<file path="config.mk">
export PLATFORM = sky130hd
export DESIGN_NAME = ts_packetizer_with_pcr_core
export DESIGN_NICKNAME = d
export VERILOG_FILES = /design/src/rtl/tsp_pkg.sv /design/src/rtl/tsp_front.sv /design/src/rtl/tsp_queue.sv /design/src/rtl/tsp_back.sv /design/src/rtl/ts_packetizer_with_pcr_core.sv
export SDC_FILE = /design/constraint.sdc
export NUM_CORES = 1
export LEC_CHECK = 0
export BUFFER_PORTS_ARGS = -buffer_cell sky130_fd_sc_hd__buf_2
export CAP_MARGIN = 0
export CELL_PAD_IN_SITES_DETAIL_PLACEMENT = 0
export CELL_PAD_IN_SITES_GLOBAL_PLACEMENT = 2
export CORE_ASPECT_RATIO = 0.5
export CORE_MARGIN = 5
export CORE_UTILIZATION = 34
export DETAILED_ROUTE_END_ITERATION = 12
export PLACE_DENSITY_LB_ADDON = 0.1
export SLEW_MARGIN = 20
export SYNTH_ARGS = -nofsm -noshare
export SYNTH_HDL_FRONTEND = slang
export SYNTH_SLANG_ARGS = --single-unit
</file>
<file path="constraint.sdc">
create_clock -name clock -period 18 [get_ports clock]
set_clock_uncertainty 0.05 [all_clocks]
set_input_delay 3.6 -clock clock [delete_from_list [all_inputs] [get_ports clock]]
set_output_delay 3.6 -clock clock [all_outputs]
set_load 0.05 [all_outputs]
</file>
<file path="src/rtl/tsp_pkg.sv">
// Shared types and constants for the transport stream packetizer.
// Depends on nothing; every other file of the block imports it.
package tsp_pkg;

   localparam int LEN_W = 23;
   localparam int PID_W = 13;
   localparam int PCR_W = 33;
   localparam int QUEUE_DEPTH = 4;
   localparam int QPTR_W = $clog2(QUEUE_DEPTH);

   localparam logic [PID_W-1:0] PID_RESET = 13'd256;

   localparam logic [7:0] SYNC_BYTE = 8'h47;
   localparam logic [7:0] PUSI_BIT = 8'h40;
   localparam logic [3:0] AFC_ADAPT = 4'h3;
   localparam logic [3:0] AFC_PAYLOAD = 4'h1;
   localparam logic [7:0] PCR_FLAG = 8'h10;
   localparam logic [6:0] PCR_RESERVED = 7'h7e;
   localparam logic [7:0] STUFF_BYTE = 8'hff;
   localparam logic [7:0] ZERO_BYTE = 8'h00;
   localparam logic [7:0] ONE_BEAT = 8'd1;

   localparam logic [7:0] FIRST_PAY_MAX = 8'd176;
   localparam logic [7:0] PAY_MAX = 8'd184;
   localparam logic [7:0] PAY_AWKWARD = 8'd183;
   localparam logic [7:0] PAY_CUT = 8'd182;
   localparam logic [7:0] ADAPT_SPAN = 8'd183;

   typedef struct packed {
      logic [7:0]       data_byte;
      logic [LEN_W-1:0] pes_length;
      logic [PCR_W-1:0] clock_reference;
   } req_payload_type;

   typedef struct packed {
      logic [7:0] ts_byte;
      logic [7:0] repeat_count;
      logic       packet_begin;
      logic       pes_finished;
      logic       last_of_run;
   } rsp_payload_type;

   // One classified input byte, handed from the front end to the emitter.
   typedef struct packed {
      logic [7:0]       data_byte;
      logic [PCR_W-1:0] pcr;
      logic [7:0]       pay;
      logic [3:0]       cc;
      logic             first;
      logic             hdr;
      logic             finished;
   } job_type;

   typedef struct packed {
      logic full;
      logic empty;
   } queue_status_type;

   typedef enum logic [3:0] {
      SLOT_SYNC,
      SLOT_PID_HI,
      SLOT_PID_LO,
      SLOT_CC,
      SLOT_ALEN,
      SLOT_FLAGS,
      SLOT_PCR0,
      SLOT_PCR1,
      SLOT_PCR2,
      SLOT_PCR3,
      SLOT_PCR4,
      SLOT_PCR5,
      SLOT_STUFF,
      SLOT_DATA
   } slot_type;

endpackage

</file>
<file path="src/rtl/tsp_front.sv">
// Front end: accepts PES bytes, tracks offset, packet fill and continuity,
// and turns each byte into a job for the emitter. Depends on tsp_pkg.
module tsp_front #(
   parameter int MAX_PES_BYTES = 4194304
) (
   input  logic                     clock,
   input  logic                     reset,
   input  logic                     accept,
   input  tsp_pkg::req_payload_type req,
   output tsp_pkg::job_type         job
);
   import tsp_pkg::*;

   localparam logic [LEN_W+1:0] MaxLen = (LEN_W+2)'(MAX_PES_BYTES);

   logic [LEN_W-1:0] consumed_ff, consumed_in;
   logic [LEN_W-1:0] latched_ff, latched_in;
   logic [7:0]       left_ff, left_in;
   logic [3:0]       cc_ff, cc_in;

   logic             first;
   logic             new_pkt;
   logic [LEN_W-1:0] len_fix;
   logic [LEN_W-1:0] len_clamped;
   logic [LEN_W-1:0] remaining;
   logic [LEN_W-1:0] consumed_inc;
   logic [7:0]       left_eff;
   logic [7:0]       pay;
   logic             finished;

   always_comb begin
      first = (consumed_ff == '0);
      len_fix = (req.pes_length == '0) ? LEN_W'(1) : req.pes_length;
      len_clamped = ({2'b00, len_fix} > MaxLen) ? MaxLen[LEN_W-1:0] : len_fix;
      latched_in = first ? len_clamped : latched_ff;
      left_eff = first ? 8'd0 : left_ff;
      new_pkt = (left_eff == 8'd0);
      remaining = latched_in - consumed_ff;

      if (first) begin
         pay = (remaining < LEN_W'(FIRST_PAY_MAX)) ? remaining[7:0] : FIRST_PAY_MAX;
      end else begin
         pay = (remaining < LEN_W'(PAY_MAX)) ? remaining[7:0] : PAY_MAX;
         // A single leftover byte cannot be stuffed, so 183 drops to 182.
         if (pay == PAY_AWKWARD) begin
            pay = PAY_CUT;
         end
      end

      consumed_inc = consumed_ff + LEN_W'(1);
      finished = (consumed_inc >= latched_in);
      left_in = (new_pkt ? pay : left_eff) - 8'd1;
      consumed_in = consumed_inc;
      if (finished) begin
         consumed_in = '0;
         left_in = 8'd0;
      end
      cc_in = new_pkt ? cc_ff + 4'd1 : cc_ff;

      job.data_byte = req.data_byte;
      job.pcr = req.clock_reference;
      job.pay = pay;
      job.cc = cc_ff;
      job.first = first;
      job.hdr = new_pkt;
      job.finished = finished;
   end

   always_ff @(posedge clock) begin
      if (reset) begin
         consumed_ff <= '0;
         latched_ff <= '0;
         left_ff <= '0;
         cc_ff <= '0;
      end else if (accept) begin
         consumed_ff <= consumed_in;
         latched_ff <= latched_in;
         left_ff <= left_in;
         cc_ff <= cc_in;
      end
   end

endmodule

</file>
<file path="src/rtl/tsp_queue.sv">
// Short job queue between the front end and the emitter.
// Depends on tsp_pkg.
module tsp_queue (
   input  logic                      clock,
   input  logic                      reset,
   input  logic                      push,
   input  tsp_pkg::job_type          push_job,
   input  logic                      pop,
   output tsp_pkg::job_type          head_job,
   output tsp_pkg::queue_status_type status
);
   import tsp_pkg::*;

   job_type           entry_ff [QUEUE_DEPTH];
   logic [QPTR_W-1:0] wr_ptr_ff, wr_ptr_in;
   logic [QPTR_W-1:0] rd_ptr_ff, rd_ptr_in;
   logic [QPTR_W:0]   count_ff, count_in;

   always_comb begin
      status.full = (count_ff == (QPTR_W+1)'(QUEUE_DEPTH));
      status.empty = (count_ff == '0);
      head_job = entry_ff[rd_ptr_ff];
      wr_ptr_in = push ? wr_ptr_ff + QPTR_W'(1) : wr_ptr_ff;
      rd_ptr_in = pop ? rd_ptr_ff + QPTR_W'(1) : rd_ptr_ff;
      count_in = count_ff + (QPTR_W+1)'(push) - (QPTR_W+1)'(pop);
   end

   always_ff @(posedge clock) begin
      if (push) begin
         entry_ff[wr_ptr_ff] <= push_job;
      end
   end

   always_ff @(posedge clock) begin
      if (reset) begin
         wr_ptr_ff <= '0;
         rd_ptr_ff <= '0;
         count_ff <= '0;
      end else begin
         wr_ptr_ff <= wr_ptr_in;
         rd_ptr_ff <= rd_ptr_in;
         count_ff <= count_in;
      end
   end

endmodule

</file>
<file path="src/rtl/tsp_back.sv">
// Emitter: walks the header, adaptation field, stuffing and payload slots
// of the head job, one result per cycle unless stalled, into the output register.
// Depends on tsp_pkg.
module tsp_back (
   input  logic                            clock,
   input  logic                            reset,
   input  logic [tsp_pkg::PID_W-1:0]       pid,
   input  tsp_pkg::job_type                head_job,
   input  logic                            head_valid,
   output logic                            pop,
   output logic                            rsp_valid,
   input  logic                            rsp_ready,
   output tsp_pkg::rsp_payload_type        rsp_payload
);
   import tsp_pkg::*;

   slot_type        slot_ff, slot_in;
   logic            active_ff, active_in;
   logic            rsp_valid_ff, rsp_valid_in;
   rsp_payload_type rsp_ff, rsp_in;

   slot_type cur_slot;
   logic     emit;
   logic     adapt;
   logic     has_stuff;
   logic [7:0] alen;
   logic [7:0] stuff;

   always_ff @(posedge clock) begin
      if (reset) begin
         slot_ff <= SLOT_SYNC;
         active_ff <= 1'b0;
         rsp_valid_ff <= 1'b0;
      end else begin
         slot_ff <= slot_in;
         active_ff <= active_in;
         rsp_valid_ff <= rsp_valid_in;
      end
   end

   always_ff @(posedge clock) begin
      rsp_ff <= rsp_in;
   end

   always_comb begin
      adapt = head_job.first || (head_job.pay < PAY_MAX);
      alen = ADAPT_SPAN - head_job.pay;
      stuff = head_job.first ? FIRST_PAY_MAX - head_job.pay : PAY_CUT - head_job.pay;
      has_stuff = (stuff != 8'd0);

      if (active_ff) begin
         cur_slot = slot_ff;
      end else begin
         cur_slot = head_job.hdr ? SLOT_SYNC : SLOT_DATA;
      end

      emit = head_valid && (!rsp_valid_ff || rsp_ready);
      pop = emit && (cur_slot == SLOT_DATA);

      rsp_in = rsp_ff;
      rsp_in.repeat_count = ONE_BEAT;
      rsp_in.packet_begin = 1'b0;
      rsp_in.pes_finished = 1'b0;
      rsp_in.last_of_run = 1'b0;
      slot_in = slot_type'(cur_slot + 4'd1);

      case (cur_slot)
         SLOT_SYNC: begin
            rsp_in.ts_byte = SYNC_BYTE;
            rsp_in.packet_begin = 1'b1;
         end
         SLOT_PID_HI: begin
            rsp_in.ts_byte = (head_job.first ? PUSI_BIT : ZERO_BYTE) | {3'b000, pid[12:8]};
         end
         SLOT_PID_LO: begin
            rsp_in.ts_byte = pid[7:0];
         end
         SLOT_CC: begin
            rsp_in.ts_byte = {adapt ? AFC_ADAPT : AFC_PAYLOAD, head_job.cc};
            slot_in = adapt ? SLOT_ALEN : SLOT_DATA;
         end
         SLOT_ALEN: begin
            rsp_in.ts_byte = alen;
         end
         SLOT_FLAGS: begin
            rsp_in.ts_byte = head_job.first ? PCR_FLAG : ZERO_BYTE;
            if (!head_job.first) begin
               slot_in = has_stuff ? SLOT_STUFF : SLOT_DATA;
            end
         end
         SLOT_PCR0: begin
            rsp_in.ts_byte = head_job.pcr[32:25];
         end
         SLOT_PCR1: begin
            rsp_in.ts_byte = head_job.pcr[24:17];
         end
         SLOT_PCR2: begin
            rsp_in.ts_byte = head_job.pcr[16:9];
         end
         SLOT_PCR3: begin
            rsp_in.ts_byte = head_job.pcr[8:1];
         end
         SLOT_PCR4: begin
            rsp_in.ts_byte = {head_job.pcr[0], PCR_RESERVED};
         end
         SLOT_PCR5: begin
            rsp_in.ts_byte = ZERO_BYTE;
            slot_in = has_stuff ? SLOT_STUFF : SLOT_DATA;
         end
         SLOT_STUFF: begin
            // The whole stuffing run leaves as one beat with its length.
            rsp_in.ts_byte = STUFF_BYTE;
            rsp_in.repeat_count = stuff;
         end
         SLOT_DATA: begin
            rsp_in.ts_byte = head_job.data_byte;
            rsp_in.pes_finished = head_job.finished;
            rsp_in.last_of_run = 1'b1;
            slot_in = SLOT_SYNC;
         end
         default: begin
            rsp_in.ts_byte = ZERO_BYTE;
            slot_in = SLOT_SYNC;
         end
      endcase

      if (!emit) begin
         rsp_in = rsp_ff;
         slot_in = slot_ff;
         active_in = active_ff;
      end else begin
         active_in = (cur_slot != SLOT_DATA);
      end

      if (emit) begin
         rsp_valid_in = 1'b1;
      end else if (rsp_ready) begin
         rsp_valid_in = 1'b0;
      end else begin
         rsp_valid_in = rsp_valid_ff;
      end

      rsp_valid = rsp_valid_ff;
      rsp_payload = rsp_ff;
   end

endmodule

</file>
<file path="src/rtl/ts_packetizer_with_pcr_core.sv">
// Top level of the transport stream packetizer with PCR insertion.
// Depends on tsp_pkg, tsp_front, tsp_queue and tsp_back.
//
//   channel | ports                             | direction | beat
//   req     | req_valid/req_ready/req_payload   | in        | one PES byte
//   rsp     | rsp_valid/rsp_ready/rsp_payload   | out       | one result
//   csr     | csr_valid/csr_ready/csr_data      | in        | PID write
//
// A byte inside a packet yields one result; a byte that opens a packet yields
// 5 to 14 results, one per cycle while the output is not stalled. The emitter's
// one result per cycle sets the rate; a four-job queue lets the input keep
// accepting while headers drain. A result passes through the job queue and the
// output register after its byte is accepted. Reset is synchronous and clears
// all control state; the PID returns to 256. Either side may stall at any time.
module ts_packetizer_with_pcr_core #(
   parameter int MAX_PES_BYTES = 4194304
) (
   input  logic                            clock,
   input  logic                            reset,
   input  logic                            req_valid,
   output logic                            req_ready,
   input  tsp_pkg::req_payload_type        req_payload,
   output logic                            rsp_valid,
   input  logic                            rsp_ready,
   output tsp_pkg::rsp_payload_type        rsp_payload,
   input  logic                            csr_valid,
   output logic                            csr_ready,
   input  logic [tsp_pkg::PID_W-1:0]       csr_data
);
   import tsp_pkg::*;

   logic [PID_W-1:0] pid_ff;
   logic             req_accept;
   job_type          front_job;
   job_type          head_job;
   queue_status_type q_status;
   logic             pop;

   assign csr_ready = 1'b1;
   assign req_ready = !q_status.full;
   assign req_accept = req_valid && req_ready;

   always_ff @(posedge clock) begin
      if (reset) begin
         pid_ff <= PID_RESET;
      end else if (csr_valid && csr_ready) begin
         pid_ff <= csr_data;
      end
   end

   tsp_front #(
      .MAX_PES_BYTES(MAX_PES_BYTES)
   ) u_front (
      .clock (clock),
      .reset (reset),
      .accept(req_accept),
      .req   (req_payload),
      .job   (front_job)
   );

   tsp_queue u_queue (
      .clock   (clock),
      .reset   (reset),
      .push    (req_accept),
      .push_job(front_job),
      .pop     (pop),
      .head_job(head_job),
      .status  (q_status)
   );

   tsp_back u_back (
      .clock      (clock),
      .reset      (reset),
      .pid        (pid_ff),
      .head_job   (head_job),
      .head_valid (!q_status.empty),
      .pop        (pop),
      .rsp_valid  (rsp_valid),
      .rsp_ready  (rsp_ready),
      .rsp_payload(rsp_payload)
   );

`ifndef ASSERT_OFF
   a_stuff_only_repeats: assert property (@(posedge clock) disable iff (reset)
      rsp_valid && (rsp_payload.repeat_count != ONE_BEAT) |->
         rsp_payload.ts_byte == STUFF_BYTE)
      else $error("repeat count above one on a byte that is not stuffing");

   a_finish_ends_run: assert property (@(posedge clock) disable iff (reset)
      rsp_valid && rsp_payload.pes_finished |-> rsp_payload.last_of_run)
      else $error("PES end flagged on a beat that does not close its run");

   a_sync_not_last: assert property (@(posedge clock) disable iff (reset)
      rsp_valid && rsp_payload.packet_begin |->
         !rsp_payload.last_of_run && rsp_payload.ts_byte == SYNC_BYTE)
      else $error("sync beat malformed or closing a run");

   a_pop_needs_job: assert property (@(posedge clock) disable iff (reset)
      pop |-> !q_status.empty)
      else $error("emitter retired a job from an empty queue");
`endif

endmodule

</file>
==> out/results.tsv <==
metric	value	unit
status	finished, final reports clean	
post-DP HPWL	30.66	mm
Syn Nets	1500	
port buffer count	102	
critical path class	in -> reg	
cell area after synthesis	0.01617	mm^2
setup TNS	0	ns
Cell variety after synth	82	
Final Non-Filler Cells	2098	
cell count after placement	2037	
Yosys Warn Count	0	
Flop pwr share	0.385	
Ant. Diodes	0	
nets	1584	
Layout fillers	4527	
Final ANT Viol Nets	0	
#FFs+latches synth	329	
Pwr Density	142.9	mW/mm^2
PnR worst setup slack	7.940	ns
share of layout cells above drive strength 1	0.1596	
Remaining Overflow, GRT	0	
Final Hold Viols	0	
Area growth syn-to-layout	13.66	%
HP Class	reg -> reg	
die width	318.4	um
Overall Power	2.626	mW
Most Used Layer, Global Route	met2	
Logic pwr share	0.354	
Die Y	164.2	um
post-synthesis sequential area ratio	0.5577	
H-tree depth	2	
post-layout util	0.3915	
Worst Max-Slew Pin Slew	0.9483	ns
P_sw	0.9696	mW
Clock Latency Late Sink	0.53	ns
worst rel slew slack	0.3678	
DRC violations left	0	
vias per cell	5.247	
Pre-antenna DRT Iters	5	
number of antenna violations at the first check in global routing	0	
Post-synth ARST share	0	
GRT Total Usage	0.1689	
Int Pwr	1.657	mW
post-route cell area	0.01838	mm^2
CTS tree	built	
Synth Flop Type	edfxtp_1	
met1 Use GR	0.2225	
root buf cell	clkbuf_16	
clock sinks	329	
total wire length	44.51	mm
vias in the first global route	11560	
peak fanout along the critical path	11	
DR vias	11010	
Pleak	6.568	nW
post-CTS sizing	0	
Clock power frac	0.260	
CTS buffer count	34	
final worst path period need	10.06	ns
gp weighted congestion	0.8465	
Synth Instances	1351	
Critical Path Start Type	input pin	
Final Slew Violations	0	
Detailed Route Iter0 Violations	772	
CP Data Arrival Time	10.42	ns
cell count of the worst reg-to-reg path	27	
maxcap violations	0	
first-pass GRT wire length	68.35	mm
grt met3 use	0.02795	
Area after DPL	0.01731	mm^2
Clock Path Buffers	3	
wire length per cell	21.21	um
Avg Inst Size Synth	11.97	um^2
M2 GR Usage	0.2945	
setup repair bufs after CTS	0	
largest net degree at the start of global routing	58	
number of synthesized flops with an enable pin	243	
# hold bufs at CTS	0	
crit share post-route	0.5589	
setup violators final	0	
switching share of total power	0.3692	
critical path required time	18.36	ns
fmax	99.40	MHz
hold path depth	2	
nature of the critical path endpoint	flip-flop	
Placement Setup Slack	7.465	ns
Clk pin slew, worst setup/hold paths	0.06	ns
number of I/O pins	104	
WHS	0.4207	ns
die footprint	0.05229	mm^2
total core area	0.04695	mm^2
RSZ-0062 raised after global routing	false	
worst vdd ir	0.05845	mV
# rows	56	
initial core utilization	0.3445	
## cells in the final DEF (no fill, tap or decap), types with 14 or more instances in the layout
master     instances
edfxtp_1         243
nor2_1           126
buf_2            102
nand2_1           85
dfxtp_1           84
inv_1             70
a21oi_1           66
ha_1              64
nand3_1           52
xnor2_1           49
o21ai_0           48
mux4_2            44
mux2i_1           38
clkbuf_16         35
a22oi_1           30
a211oi_1          27
nand4_1           18
and3_1            18
nor3_1            15
a21o_1            15
nor4_1            14
buf_4             14
## cells in the mapped netlist, types with 13 or more instances
master,instances,area share
ha_1,64,0.050
nand2_1,85,0.020
a211oi_1,27,0.013
a22oi_1,30,0.014
o21ai_0,48,0.015
a21oi_1,66,0.020
and3_1,22,0.0085
nor3_1,15,0.0046
inv_1,71,0.016
mux2i_1,38,0.024
nand4_1,18,0.0070
a21o_1,15,0.0070
xor2_1,13,0.0070
nor4_1,14,0.0054
edfxtp_1,243,0.45
clkbuf_1,46,0.011
nor2_1,127,0.029
mux4_2,44,0.061
dfxtp_1,86,0.11
nand3_1,52,0.016
xnor2_1,49,0.027
## state kept, by name, summed over array words and instances (netlist names), 3 cells and up, named ones only
register,count
pid_ff,13
u_back.rsp_payload,19
u_back.slot_ff,4
u_front.cc_ff,4
u_front.consumed_ff,23
u_front.latched_ff,23
u_front.left_ff,8
u_queue.count_ff,3
u_queue.entry_ff,224
## critical path: stages
cell and delay (ns):
buf_2 0.11, nor4_1 0.62, nand4_1 0.17, nor4_1 0.46
xnor2_1 0.11, nor2_1 0.62, buf_4 0.30, a22oi_1 0.12
inv_1 0.09, ha_1 0.34, a21o_1 0.26, a31oi_1 0.27
nand2b_1 0.13, o41a_2 0.49, xnor2_1 0.15, or4_1 0.52
nor2_1 0.36, nand2_1 0.18, nor3b_1 0.54, a22oi_1 0.15
ha_1 0.27, nand3_1 0.11, nor4b_2 0.07, xnor2_1 0.12
a32o_1 0.25
## area by class of cell
type                       instances  area [um^2]  share of cell area
clock inverter                    16        132.6            0.007216
timing repair buffer             116        615.6             0.03349
multi-input combinational        882         6605              0.3594
inverter                          72        270.3             0.01470
sequential                       329         9024              0.4910
clock buffer                      45        933.4             0.05079
tap                              638        798.3             0.04343
## worst paths after layout
kind / start / to / slack (ns)
worst max-delay path: req_payload[45] / u_front.left_ff[6] / 7.94
worst max register to register: u_front.consumed_ff[0] / u_front.left_ff[6] / 10.40
worst min-delay path: u_back.rsp_valid / u_back.rsp_valid / 0.42
worst min register to register: u_back.rsp_valid / u_back.rsp_valid / 0.42
## cell families (layout without fill, tap and decap cells)
logic type,after synthesis,count (layout),synth area share
AND/OR/NAND/NOR,381,381,0.1138
flip-flops,329,329,0.5577
AO/OA/AOI/OAI,286,286,0.1200
buffers and inverters,140,249,0.03459
multiplexers,84,84,0.08620
adder cells (fa/ha/maj),68,68,0.05385
XOR/XNOR,62,62,0.03358
other,1,1,0.0002319
## power groups by stage
stage	Sequential, mW	Combinational (mW)	Clock, mW
after floorplan	1.08	0.612	0
after global placement	1.03	0.938	0
after detailed placement	1.03	0.937	0
after CTS	1.02	0.942	0.708
after global routing	1.03	1.03	0.747
final	1.01	0.931	0.684
## layer usage
metal	vias up	wire [um]
met5	-	0
met1	5454	20410
met2	204	21560
li1	5289	-
met3	61	1580
met4	0	961
Note: power is estimated with default switching activity, not from simulation.
